===== src/sv/kvst_pkg.sv =====
package kvst_pkg;

   // field widths of one request and one response beat
   localparam int FUNC_W  = 3;
   localparam int KEY_W   = 32;
   localparam int VALUE_W = 32;
   localparam int SLOT_W  = 6;
   localparam int STAT_W  = 2;
   localparam int COUNT_W = 7;

   // operation codes
   localparam logic [FUNC_W-1:0] FUNC_INSERT = 3'd0;
   localparam logic [FUNC_W-1:0] FUNC_REMOVE = 3'd1;
   localparam logic [FUNC_W-1:0] FUNC_SEARCH = 3'd2;
   localparam logic [FUNC_W-1:0] FUNC_REWIND = 3'd3;
   localparam logic [FUNC_W-1:0] FUNC_NEXT   = 3'd4;

   // status codes
   localparam logic [STAT_W-1:0] STAT_OK        = 2'd0;
   localparam logic [STAT_W-1:0] STAT_NOT_FOUND = 2'd1;
   localparam logic [STAT_W-1:0] STAT_FULL      = 2'd2;
   localparam logic [STAT_W-1:0] STAT_EXHAUSTED = 2'd3;

   // one finished response from the engine
   typedef struct packed {
      logic [SLOT_W-1:0]  slot;
      logic [STAT_W-1:0]  status;
      logic [KEY_W-1:0]   key_out;
      logic [VALUE_W-1:0] value_out;
      logic [COUNT_W-1:0] live_count;
   } result_type;

endpackage


===== src/sv/kvst_ram.sv =====
module kvst_ram #(
   parameter int WIDTH = 32,
   parameter int DEPTH = 64
) (
   input  logic                     clock,
   input  logic                     wr_en,
   input  logic [$clog2(DEPTH)-1:0] wr_addr,
   input  logic [WIDTH-1:0]         wr_data,
   input  logic [$clog2(DEPTH)-1:0] rd_addr,
   output logic [WIDTH-1:0]         rd_data
);

   logic [WIDTH-1:0] mem [DEPTH];
   logic [WIDTH-1:0] rd_data_ff;

   // one write port, one registered read port
   always_ff @(posedge clock) begin
      if (wr_en) begin
         mem[wr_addr] <= wr_data;
      end
      rd_data_ff <= mem[rd_addr];
   end

   assign rd_data = rd_data_ff;

endmodule


===== src/sv/kvst_engine.sv =====
module kvst_engine #(
   parameter int CAPACITY = 64
) (
   input  logic                          clock,
   input  logic                          reset,
   // request side
   input  logic                          start,
   output logic                          idle,
   input  logic [kvst_pkg::FUNC_W-1:0]   func,
   input  logic [kvst_pkg::KEY_W-1:0]    key,
   input  logic [kvst_pkg::VALUE_W-1:0]  value,
   // memory side
   output logic [$clog2(CAPACITY)-1:0]   rd_addr,
   input  logic [kvst_pkg::KEY_W:0]      key_rdata,
   input  logic [kvst_pkg::VALUE_W-1:0]  val_rdata,
   output logic [$clog2(CAPACITY)-1:0]   wr_addr,
   output logic                          key_we,
   output logic [kvst_pkg::KEY_W:0]      key_wdata,
   output logic                          val_we,
   output logic [kvst_pkg::VALUE_W-1:0]  val_wdata,
   // response side
   output logic                          res_valid,
   input  logic                          res_ready,
   output kvst_pkg::result_type          res
);
   import kvst_pkg::*;

   localparam int AW = $clog2(CAPACITY);
   localparam int CW = $clog2(CAPACITY + 1);

   typedef enum logic [1:0] {S_IDLE, S_SCAN, S_DONE} state_type;

   state_type          state_ff, state_in;
   logic [FUNC_W-1:0]  func_ff, func_in;
   logic [KEY_W-1:0]   key_ff, key_in;
   logic [VALUE_W-1:0] value_ff, value_in;
   logic [CW-1:0]      addr_ff, addr_in;
   logic               chk_ff, chk_in;
   logic [AW-1:0]      chk_idx_ff, chk_idx_in;
   logic               hit_ff, hit_in;
   logic [AW-1:0]      hit_idx_ff, hit_idx_in;
   logic [KEY_W-1:0]   hit_key_ff, hit_key_in;
   logic [VALUE_W-1:0] hit_val_ff, hit_val_in;
   logic               free_found_ff, free_found_in;
   logic [AW-1:0]      free_idx_ff, free_idx_in;
   logic [CW-1:0]      hw_ff, hw_in;
   logic [CW-1:0]      cnt_ff, cnt_in;
   logic [CW-1:0]      iter_ff, iter_in;

   logic               issue;
   logic               match;
   logic               fire;
   logic [AW-1:0]      slot_idx;
   logic [STAT_W-1:0]  res_status;
   logic [KEY_W-1:0]   res_key;
   logic [VALUE_W-1:0] res_value;
   logic [SLOT_W+AW-1:0]  slot_wide;
   logic [COUNT_W+CW-1:0] cnt_wide;

   assign idle    = (state_ff == S_IDLE);
   assign issue   = (state_ff == S_SCAN) && (addr_ff < hw_ff);
   assign rd_addr = addr_ff[AW-1:0];
   assign fire    = (state_ff == S_DONE) && res_ready;

   // compare stage: data of slot chk_idx_ff arrives this cycle
   assign match = chk_ff && key_rdata[KEY_W]
                  && ((func_ff == FUNC_NEXT) || (key_rdata[KEY_W-1:0] == key_ff));

   // sequencer and table bookkeeping
   always_comb begin
      state_in      = state_ff;
      func_in       = func_ff;
      key_in        = key_ff;
      value_in      = value_ff;
      addr_in       = addr_ff;
      chk_in        = chk_ff;
      chk_idx_in    = chk_idx_ff;
      hit_in        = hit_ff;
      hit_idx_in    = hit_idx_ff;
      hit_key_in    = hit_key_ff;
      hit_val_in    = hit_val_ff;
      free_found_in = free_found_ff;
      free_idx_in   = free_idx_ff;
      hw_in         = hw_ff;
      cnt_in        = cnt_ff;
      iter_in       = iter_ff;
      key_we        = 1'b0;
      val_we        = 1'b0;
      wr_addr       = hit_idx_ff;
      key_wdata     = {1'b1, key_ff};
      val_wdata     = value_ff;
      slot_idx      = '0;
      res_status    = STAT_OK;
      res_key       = '0;
      res_value     = '0;

      unique case (state_ff)
         S_IDLE: begin
            if (start) begin
               func_in       = func;
               key_in        = key;
               value_in      = value;
               chk_in        = 1'b0;
               hit_in        = 1'b0;
               free_found_in = 1'b0;
               state_in      = S_SCAN;
               // scan range starts here and ends at the high-water mark
               if (func == FUNC_NEXT) begin
                  addr_in = iter_ff;
               end else if (func == FUNC_INSERT || func == FUNC_REMOVE
                            || func == FUNC_SEARCH) begin
                  addr_in = '0;
               end else begin
                  addr_in = hw_ff;
               end
            end
         end
         S_SCAN: begin
            chk_in     = issue;
            chk_idx_in = addr_ff[AW-1:0];
            if (issue) begin
               addr_in = addr_ff + CW'(1);
            end
            // remember the first free slot for insert
            if (chk_ff && !key_rdata[KEY_W] && !free_found_ff) begin
               free_found_in = 1'b1;
               free_idx_in   = chk_idx_ff;
            end
            if (match) begin
               hit_in     = 1'b1;
               hit_idx_in = chk_idx_ff;
               hit_key_in = key_rdata[KEY_W-1:0];
               hit_val_in = val_rdata;
               state_in   = S_DONE;
            end else if (!issue) begin
               state_in = S_DONE;
            end
         end
         S_DONE: begin
            unique case (func_ff)
               FUNC_INSERT: begin
                  if (hit_ff) begin
                     slot_idx = hit_idx_ff;
                     val_we   = fire;
                  end else if (free_found_ff) begin
                     slot_idx = free_idx_ff;
                     wr_addr  = free_idx_ff;
                     key_we   = fire;
                     val_we   = fire;
                     cnt_in   = fire ? cnt_ff + CW'(1) : cnt_ff;
                  end else if (hw_ff < CW'(CAPACITY)) begin
                     slot_idx = hw_ff[AW-1:0];
                     wr_addr  = hw_ff[AW-1:0];
                     key_we   = fire;
                     val_we   = fire;
                     cnt_in   = fire ? cnt_ff + CW'(1) : cnt_ff;
                     hw_in    = fire ? hw_ff + CW'(1) : hw_ff;
                  end else begin
                     res_status = STAT_FULL;
                  end
               end
               FUNC_REMOVE: begin
                  if (hit_ff) begin
                     slot_idx  = hit_idx_ff;
                     key_wdata = {1'b0, key_ff};
                     key_we    = fire;
                     cnt_in    = fire ? cnt_ff - CW'(1) : cnt_ff;
                  end else begin
                     res_status = STAT_NOT_FOUND;
                  end
               end
               FUNC_SEARCH: begin
                  if (hit_ff) begin
                     slot_idx  = hit_idx_ff;
                     res_value = hit_val_ff;
                  end else begin
                     res_status = STAT_NOT_FOUND;
                  end
               end
               FUNC_REWIND: begin
                  iter_in = fire ? '0 : iter_ff;
               end
               FUNC_NEXT: begin
                  if (hit_ff) begin
                     slot_idx  = hit_idx_ff;
                     res_key   = hit_key_ff;
                     res_value = hit_val_ff;
                     iter_in   = fire ? CW'(hit_idx_ff) + CW'(1) : iter_ff;
                  end else begin
                     res_status = STAT_EXHAUSTED;
                     iter_in    = fire ? hw_ff : iter_ff;
                  end
               end
               default: begin
               end
            endcase
            if (fire) begin
               state_in = S_IDLE;
            end
         end
         default: begin
            state_in = S_IDLE;
         end
      endcase
   end

   // response fields, masked to the port widths
   assign slot_wide = {{SLOT_W{1'b0}}, slot_idx};
   assign cnt_wide  = {{COUNT_W{1'b0}}, cnt_in};
   assign res       = {slot_wide[SLOT_W-1:0], res_status, res_key, res_value,
                       cnt_wide[COUNT_W-1:0]};
   assign res_valid = (state_ff == S_DONE);

   // state and registered bookkeeping
   always_ff @(posedge clock) begin
      if (reset) begin
         state_ff      <= S_IDLE;
         chk_ff        <= 1'b0;
         hit_ff        <= 1'b0;
         free_found_ff <= 1'b0;
         hw_ff         <= '0;
         cnt_ff        <= '0;
         iter_ff       <= '0;
         addr_ff       <= '0;
      end else begin
         state_ff      <= state_in;
         chk_ff        <= chk_in;
         hit_ff        <= hit_in;
         free_found_ff <= free_found_in;
         hw_ff         <= hw_in;
         cnt_ff        <= cnt_in;
         iter_ff       <= iter_in;
         addr_ff       <= addr_in;
      end
      func_ff     <= func_in;
      key_ff      <= key_in;
      value_ff    <= value_in;
      chk_idx_ff  <= chk_idx_in;
      hit_idx_ff  <= hit_idx_in;
      hit_key_ff  <= hit_key_in;
      hit_val_ff  <= hit_val_in;
      free_idx_ff <= free_idx_in;
   end

   // live entries never exceed the slots ever used
   assert property (@(posedge clock) disable iff (reset) cnt_ff <= hw_ff)
      else $error("live count above high-water mark");

   // high-water mark stays within capacity
   assert property (@(posedge clock) disable iff (reset) hw_ff <= CW'(CAPACITY))
      else $error("high-water mark above capacity");

   // iterator never runs past the high-water mark
   assert property (@(posedge clock) disable iff (reset) iter_ff <= hw_ff)
      else $error("iterator beyond high-water mark");

   // a successful remove drops the live count by one
   assert property (@(posedge clock) disable iff (reset)
      (fire && func_ff == FUNC_REMOVE && hit_ff) |=> cnt_ff == $past(cnt_ff) - CW'(1))
      else $error("remove did not decrement live count");

endmodule


===== src/sv/key_value_slot_table_unit.sv =====
// Key/value slot table of CAPACITY entries searched linearly. Insert writes or overwrites a
// key, remove frees its slot, search returns its slot and value, and rewind/next walk the
// live slots in index order; every response carries the live count. Keys and values live
// in synchronous single-read-port memories; a live bit is stored beside each key. Slots at
// or above the high-water mark are never read, so reset needs no clearing pass. One request
// is handled at a time. Its scan starts at slot 0 (insert, remove, search) or at the
// iterator position (next) and stops at the first hit or at the high-water mark, one slot
// per cycle through the memory read port; rewind and unused codes scan no slots. A
// finished response waits in the output register while the next request is taken.
module key_value_slot_table_unit #(
   parameter int CAPACITY = 64
) (
   input  logic                                clock,
   input  logic                                reset,
   // request channel
   input  logic                                req_valid,
   output logic                                req_stall,
   input  logic [kvst_pkg::FUNC_W-1:0]         req_func,
   input  logic signed [kvst_pkg::KEY_W-1:0]   req_key,
   input  logic signed [kvst_pkg::VALUE_W-1:0] req_value,
   // response channel
   output logic                                rsp_valid,
   input  logic                                rsp_stall,
   output logic [kvst_pkg::SLOT_W-1:0]         rsp_slot,
   output logic [kvst_pkg::STAT_W-1:0]         rsp_status,
   output logic signed [kvst_pkg::KEY_W-1:0]   rsp_key_out,
   output logic signed [kvst_pkg::VALUE_W-1:0] rsp_value_out,
   output logic [kvst_pkg::COUNT_W-1:0]        rsp_live_count
);
   import kvst_pkg::*;

   localparam int AW = $clog2(CAPACITY);

   logic               idle;
   logic [AW-1:0]      rd_addr;
   logic [AW-1:0]      wr_addr;
   logic [KEY_W:0]     key_rdata;
   logic [KEY_W:0]     key_wdata;
   logic [VALUE_W-1:0] val_rdata;
   logic [VALUE_W-1:0] val_wdata;
   logic               key_we;
   logic               val_we;
   logic               res_valid;
   logic               res_ready;
   result_type         res;

   logic               rsp_valid_ff;
   result_type         rsp_ff;

   assign req_stall = !idle;

   // live bit and key per slot
   kvst_ram #(.WIDTH(KEY_W + 1), .DEPTH(CAPACITY)) u_key_ram (
      .clock   (clock),
      .wr_en   (key_we),
      .wr_addr (wr_addr),
      .wr_data (key_wdata),
      .rd_addr (rd_addr),
      .rd_data (key_rdata)
   );

   // value per slot
   kvst_ram #(.WIDTH(VALUE_W), .DEPTH(CAPACITY)) u_value_ram (
      .clock   (clock),
      .wr_en   (val_we),
      .wr_addr (wr_addr),
      .wr_data (val_wdata),
      .rd_addr (rd_addr),
      .rd_data (val_rdata)
   );

   kvst_engine #(.CAPACITY(CAPACITY)) u_engine (
      .clock     (clock),
      .reset     (reset),
      .start     (req_valid),
      .idle      (idle),
      .func      (req_func),
      .key       (req_key),
      .value     (req_value),
      .rd_addr   (rd_addr),
      .key_rdata (key_rdata),
      .val_rdata (val_rdata),
      .wr_addr   (wr_addr),
      .key_we    (key_we),
      .key_wdata (key_wdata),
      .val_we    (val_we),
      .val_wdata (val_wdata),
      .res_valid (res_valid),
      .res_ready (res_ready),
      .res       (res)
   );

   // output register: loads when empty or when its beat leaves
   assign res_ready = !rsp_valid_ff || !rsp_stall;

   always_ff @(posedge clock) begin
      if (reset) begin
         rsp_valid_ff <= 1'b0;
      end else if (res_ready) begin
         rsp_valid_ff <= res_valid;
      end
      if (res_ready && res_valid) begin
         rsp_ff <= res;
      end
   end

   assign rsp_valid      = rsp_valid_ff;
   assign rsp_slot       = rsp_ff.slot;
   assign rsp_status     = rsp_ff.status;
   assign rsp_key_out    = rsp_ff.key_out;
   assign rsp_value_out  = rsp_ff.value_out;
   assign rsp_live_count = rsp_ff.live_count;

endmodule

===== config.mk =====
export PLATFORM = sky130hd
export DESIGN_NAME = key_value_slot_table_unit
export DESIGN_NICKNAME = d
export VERILOG_FILES = /design/src/sv/kvst_pkg.sv /design/src/sv/kvst_ram.sv /design/src/sv/kvst_engine.sv /design/src/sv/key_value_slot_table_unit.sv
export SDC_FILE = /design/constraint.sdc
export NUM_CORES = 2
export LEC_CHECK = 0
export ABC_AREA = 1
export BUFFER_PORTS_ARGS = -buffer_cell sky130_fd_sc_hd__buf_2
export CELL_PAD_IN_SITES_DETAIL_PLACEMENT = 0
export CELL_PAD_IN_SITES_GLOBAL_PLACEMENT = 2
export CORE_ASPECT_RATIO = 2
export CORE_UTILIZATION = 49
export DETAILED_ROUTE_END_ITERATION = 12
export PLACE_DENSITY_LB_ADDON = 0.1
export SLEW_MARGIN = 20
export SYNTH_ARGS = -nofsm -noshare
export SYNTH_HDL_FRONTEND = slang
export SYNTH_MEMORY_MAX_BITS = 65536
export SYNTH_SLANG_ARGS = --single-unit

===== constraint.sdc =====
create_clock -name clock -period 15.9 [get_ports clock]
set_clock_uncertainty 0.15 [all_clocks]
set_input_delay 3.18 -clock clock [delete_from_list [all_inputs] [get_ports clock]]
set_output_delay 3.18 -clock clock [all_outputs]
set_load 0.005 [all_outputs]

==> run_results.csv <==
group,metric,value,unit
clocking,clk_root_buffer_cell,"clkbuf_16",
yosys,syn_nets,12837,
power_and_ir_drop,power.density,142,nW/um^2
yosys,async_flop_share,0,
grt,grt_pass1_wl,828,mm
routing,via_count,110614,
sta,rsz0062_at_grt,"false",
routing,drt_iter0_drc,12117,
worst_setup_path,worstSetupStartpointType,"input pin",
job,cap_violations,0,
worst_setup_path,critical_path_class,"input pin to register",
yosys,syn_area,173000,um^2
cells_and_area,multi_input_area,36000,um^2
floorplanning,io_pins,152,
sta,worstMarginPinSlew,1.27,ns
clocking,ctsHoldBuffers,0,
grt,antenna_found_initial,50,
floorplanning,core_area,352000,um^2
yosys,ys_seq_area_frac,0.772,
routing,wl_per_cell,33.9,um
clocking,cts_resized,0,
worst_setup_path,crit_fanout,27,
clocking,cts_sinks,4487,
worst_setup_path,arrival,6.71,ns
power_and_ir_drop,leakage,61.5,nW
sta,finalCritPeriodShare,0.393,
floorplanning,row_count,308,
cells_and_area,layout_commonest_cell,"edfxtp_1",
routing,post-route-drc-count,0,
floorplanning,initial_utilization,0.492,
worst_setup_path,end_kind,"register",
yosys,ys_ff_latch,4487,
cells_and_area,fillers,28634,
yosys,yosysWarnings,0,
grt,track_usage,0.333,
cells_and_area,area_growth,11.8,%
placement,placed_area,180000,um^2
clocking,cts_tree,"yes",
yosys,avgSynthCellArea,13.6,um^2
floorplanning,die_h,843,um
routing,postRouteAntennaNets,0,
floorplanning,die_area,356000,um^2
clocking,postCtsSetupRepairBufs,0,
yosys,synth_cell_types,45,
cells_and_area,stdcell_count,17761,
sta,tns,0,ns
clocking,cts_made_buffers,387,
cells_and_area,finalNetCount,12835,
floorplanning,chipWidth,422,um
worst_setup_path,critPathRequiredTime,16.36,ns
cells_and_area,drive_gt1_frac,0.0966,
yosys,synth_flop_cell,"edfxtp_1",
routing,vias_per_cell,6.23,
grt,overflow,0,
power_and_ir_drop,total_power,0.0274,W
yosys,synthCells,12755,
run_status,status,"finished clean",
routing,drt_wl_total,603,mm
clocking,cts.path.max_buffers,4,
routing,dr.pass1.iters,6,
sta,hold_viol,0,
sta,setup_viol,0,
cells_and_area,layout.area.seq,134000,um^2
sta,slew_violations,0,
yosys,synth_edf_count,4388,
placement,dp_hpwl,378,mm
placement,finalWeightedCongestion,0.943,
cells_and_area,final_cell_mix,"4388 x edfxtp_1, 2261 x nor2_1, 2122 x o21ai_0",
power_and_ir_drop,ir_drop,104,uV
clocking,clock_latency,0.97,ns
placement,portBuffers,151,
sta,max_slew_margin,0.153,
min_path,hold_class,"register to register",
sta,min_period,6.25,ns
cells_and_area,final_area,194000,um^2
clocking,clkSlewWorstSetupHoldPaths,0.06,ns
grt,grt_max_degree,200,
placement,placed_cells,16984,
sta,max_freq,160,MHz
clocking,htree_num_levels,5,
grt,first_global_vias,106738,
## critical path: stages
cell and delay, ns:
buf_2 0.11, nand2_1 0.15, inv_1 0.12, nor2_4 0.08, buf_4 0.18, nand2_1 0.12, o22ai_1 0.30, inv_6 0.21
buf_4 0.42, buf_4 0.39, nor3_2 0.80, buf_4 0.49
## worst paths after layout
path	from	to	slack, ns	depth (start not counted)
setup reg to reg	u_engine.addr_ff[0]	u_key_ram.rd_data[0]	9.93	11
setup / recovery	rsp_stall	u_key_ram.mem[22][27]	9.65	12
hold reg to reg	u_value_ram.rd_data[9]	u_engine.hit_val_ff[9]	0.26	0
hold / removal	u_value_ram.rd_data[9]	u_engine.hit_val_ff[9]	0.26	0
## where the power goes
| group | total (W) | switching [W] | leakage [nW] | internal, W |
|---|---|---|---|---|
| logic | 0.00431 | 0.00342 | 15.0 | 0.000887 |
| clock network | 0.00967 | 0.00434 | 6.14 | 0.00534 |
| registers | 0.0134 | 0.000214 | 40.4 | 0.0132 |
| total | 0.0274 | 0.00797 | 61.5 | 0.0194 |
## final cells by class
| cell class | instances | area share |
|---|---|---|
| Sequential cell | 4487 | 0.691 |
| Multi-Input combinational cell | 7191 | 0.186 |
| Clock buffer | 491 | 0.0536 |
| Tap cell | 4650 | 0.0300 |
| Timing Repair Buffer | 509 | 0.0233 |
| Clock inverter | 216 | 0.0117 |
| Inverter | 177 | 0.00374 |
| Antenna cell | 40 | 0.000517 |
## metal layers
metal	GRT usage	vias to the layer above	wire, um
li1	-	47844	-
met1	0.383	56877	210000
met2	0.551	4776	295000
met3	0.0376	1109	35400
met4	0.292	8	62400
met5	0	-	55
## per-stage QoR
stage / utilization / setup WS, ns / hold slack [ns]
after floorplan: - / 6.47 / 0.236
after global placement: 0.510 / 8.61 / 0.241
after detailed placement: 0.512 / 8.66 / 0.241
after CTS: 0.548 / 9.69 / 0.254
after global routing: 0.550 / 9.47 / 0.259
final: 0.550 / 9.65 / 0.255
## synthesized netlist by cell type (10+ instances only)
cell,number,share of area
dfxtp_1,99,0.011
clkbuf_1,622,0.013
o21ai_0,2122,0.061
o22ai_1,608,0.022
a21oi_1,184,0.0053
inv_2,18,0.00039
nor2_1,2356,0.051
nand3_1,498,0.014
o21ai_1,10,0.00029
xnor2_1,23,0.0012
o211ai_1,145,0.0063
buf_2,206,0.0060
nor3_1,34,0.00098
edfxtp_1,4388,0.76
buf_1,53,0.0011
nand2_1,705,0.015
ha_1,11,0.00079
o221ai_1,380,0.019
buf_4,18,0.00078
nand4_1,64,0.0023
inv_1,155,0.0034
## cell families (layout without fill, tap and decap cells)
| family | count (synthesis) | in the layout | share of synthesized area |
|---|---|---|---|
| AO/OA/AOI/OAI | 3466 | 3466 | 0.115 |
| buffers and inverters | 1077 | 1393 | 0.0253 |
| AND/OR/NAND/NOR | 3688 | 3688 | 0.0855 |
| XOR/XNOR | 26 | 26 | 0.00131 |
| flip-flops | 4487 | 4487 | 0.772 |
| adder cells (fa/ha/maj) | 11 | 11 | 0.000794 |
| other | 0 | 40 | 0 |
## state kept, by name, indices dropped and copies added, names as in the netlist, 3 cells and up
name,count
rsp_key_out,32
rsp_live_count,7
rsp_slot,6
rsp_value_out,32
u_engine.addr_ff,7
u_engine.chk_idx_ff,6
u_engine.cnt_ff,7
u_engine.free_idx_ff,6
u_engine.func_ff,3
u_engine.hit_idx_ff,6
u_engine.hit_key_ff,32
u_engine.hit_val_ff,32
u_engine.hw_ff,7
u_engine.iter_ff,7
u_engine.key_ff,32
u_engine.val_wdata,32
u_key_ram.mem,2112
u_key_ram.rd_data,33
u_value_ram.mem,2048
u_value_ram.rd_data,32
Note: power is estimated with default switching activity, not from simulation.
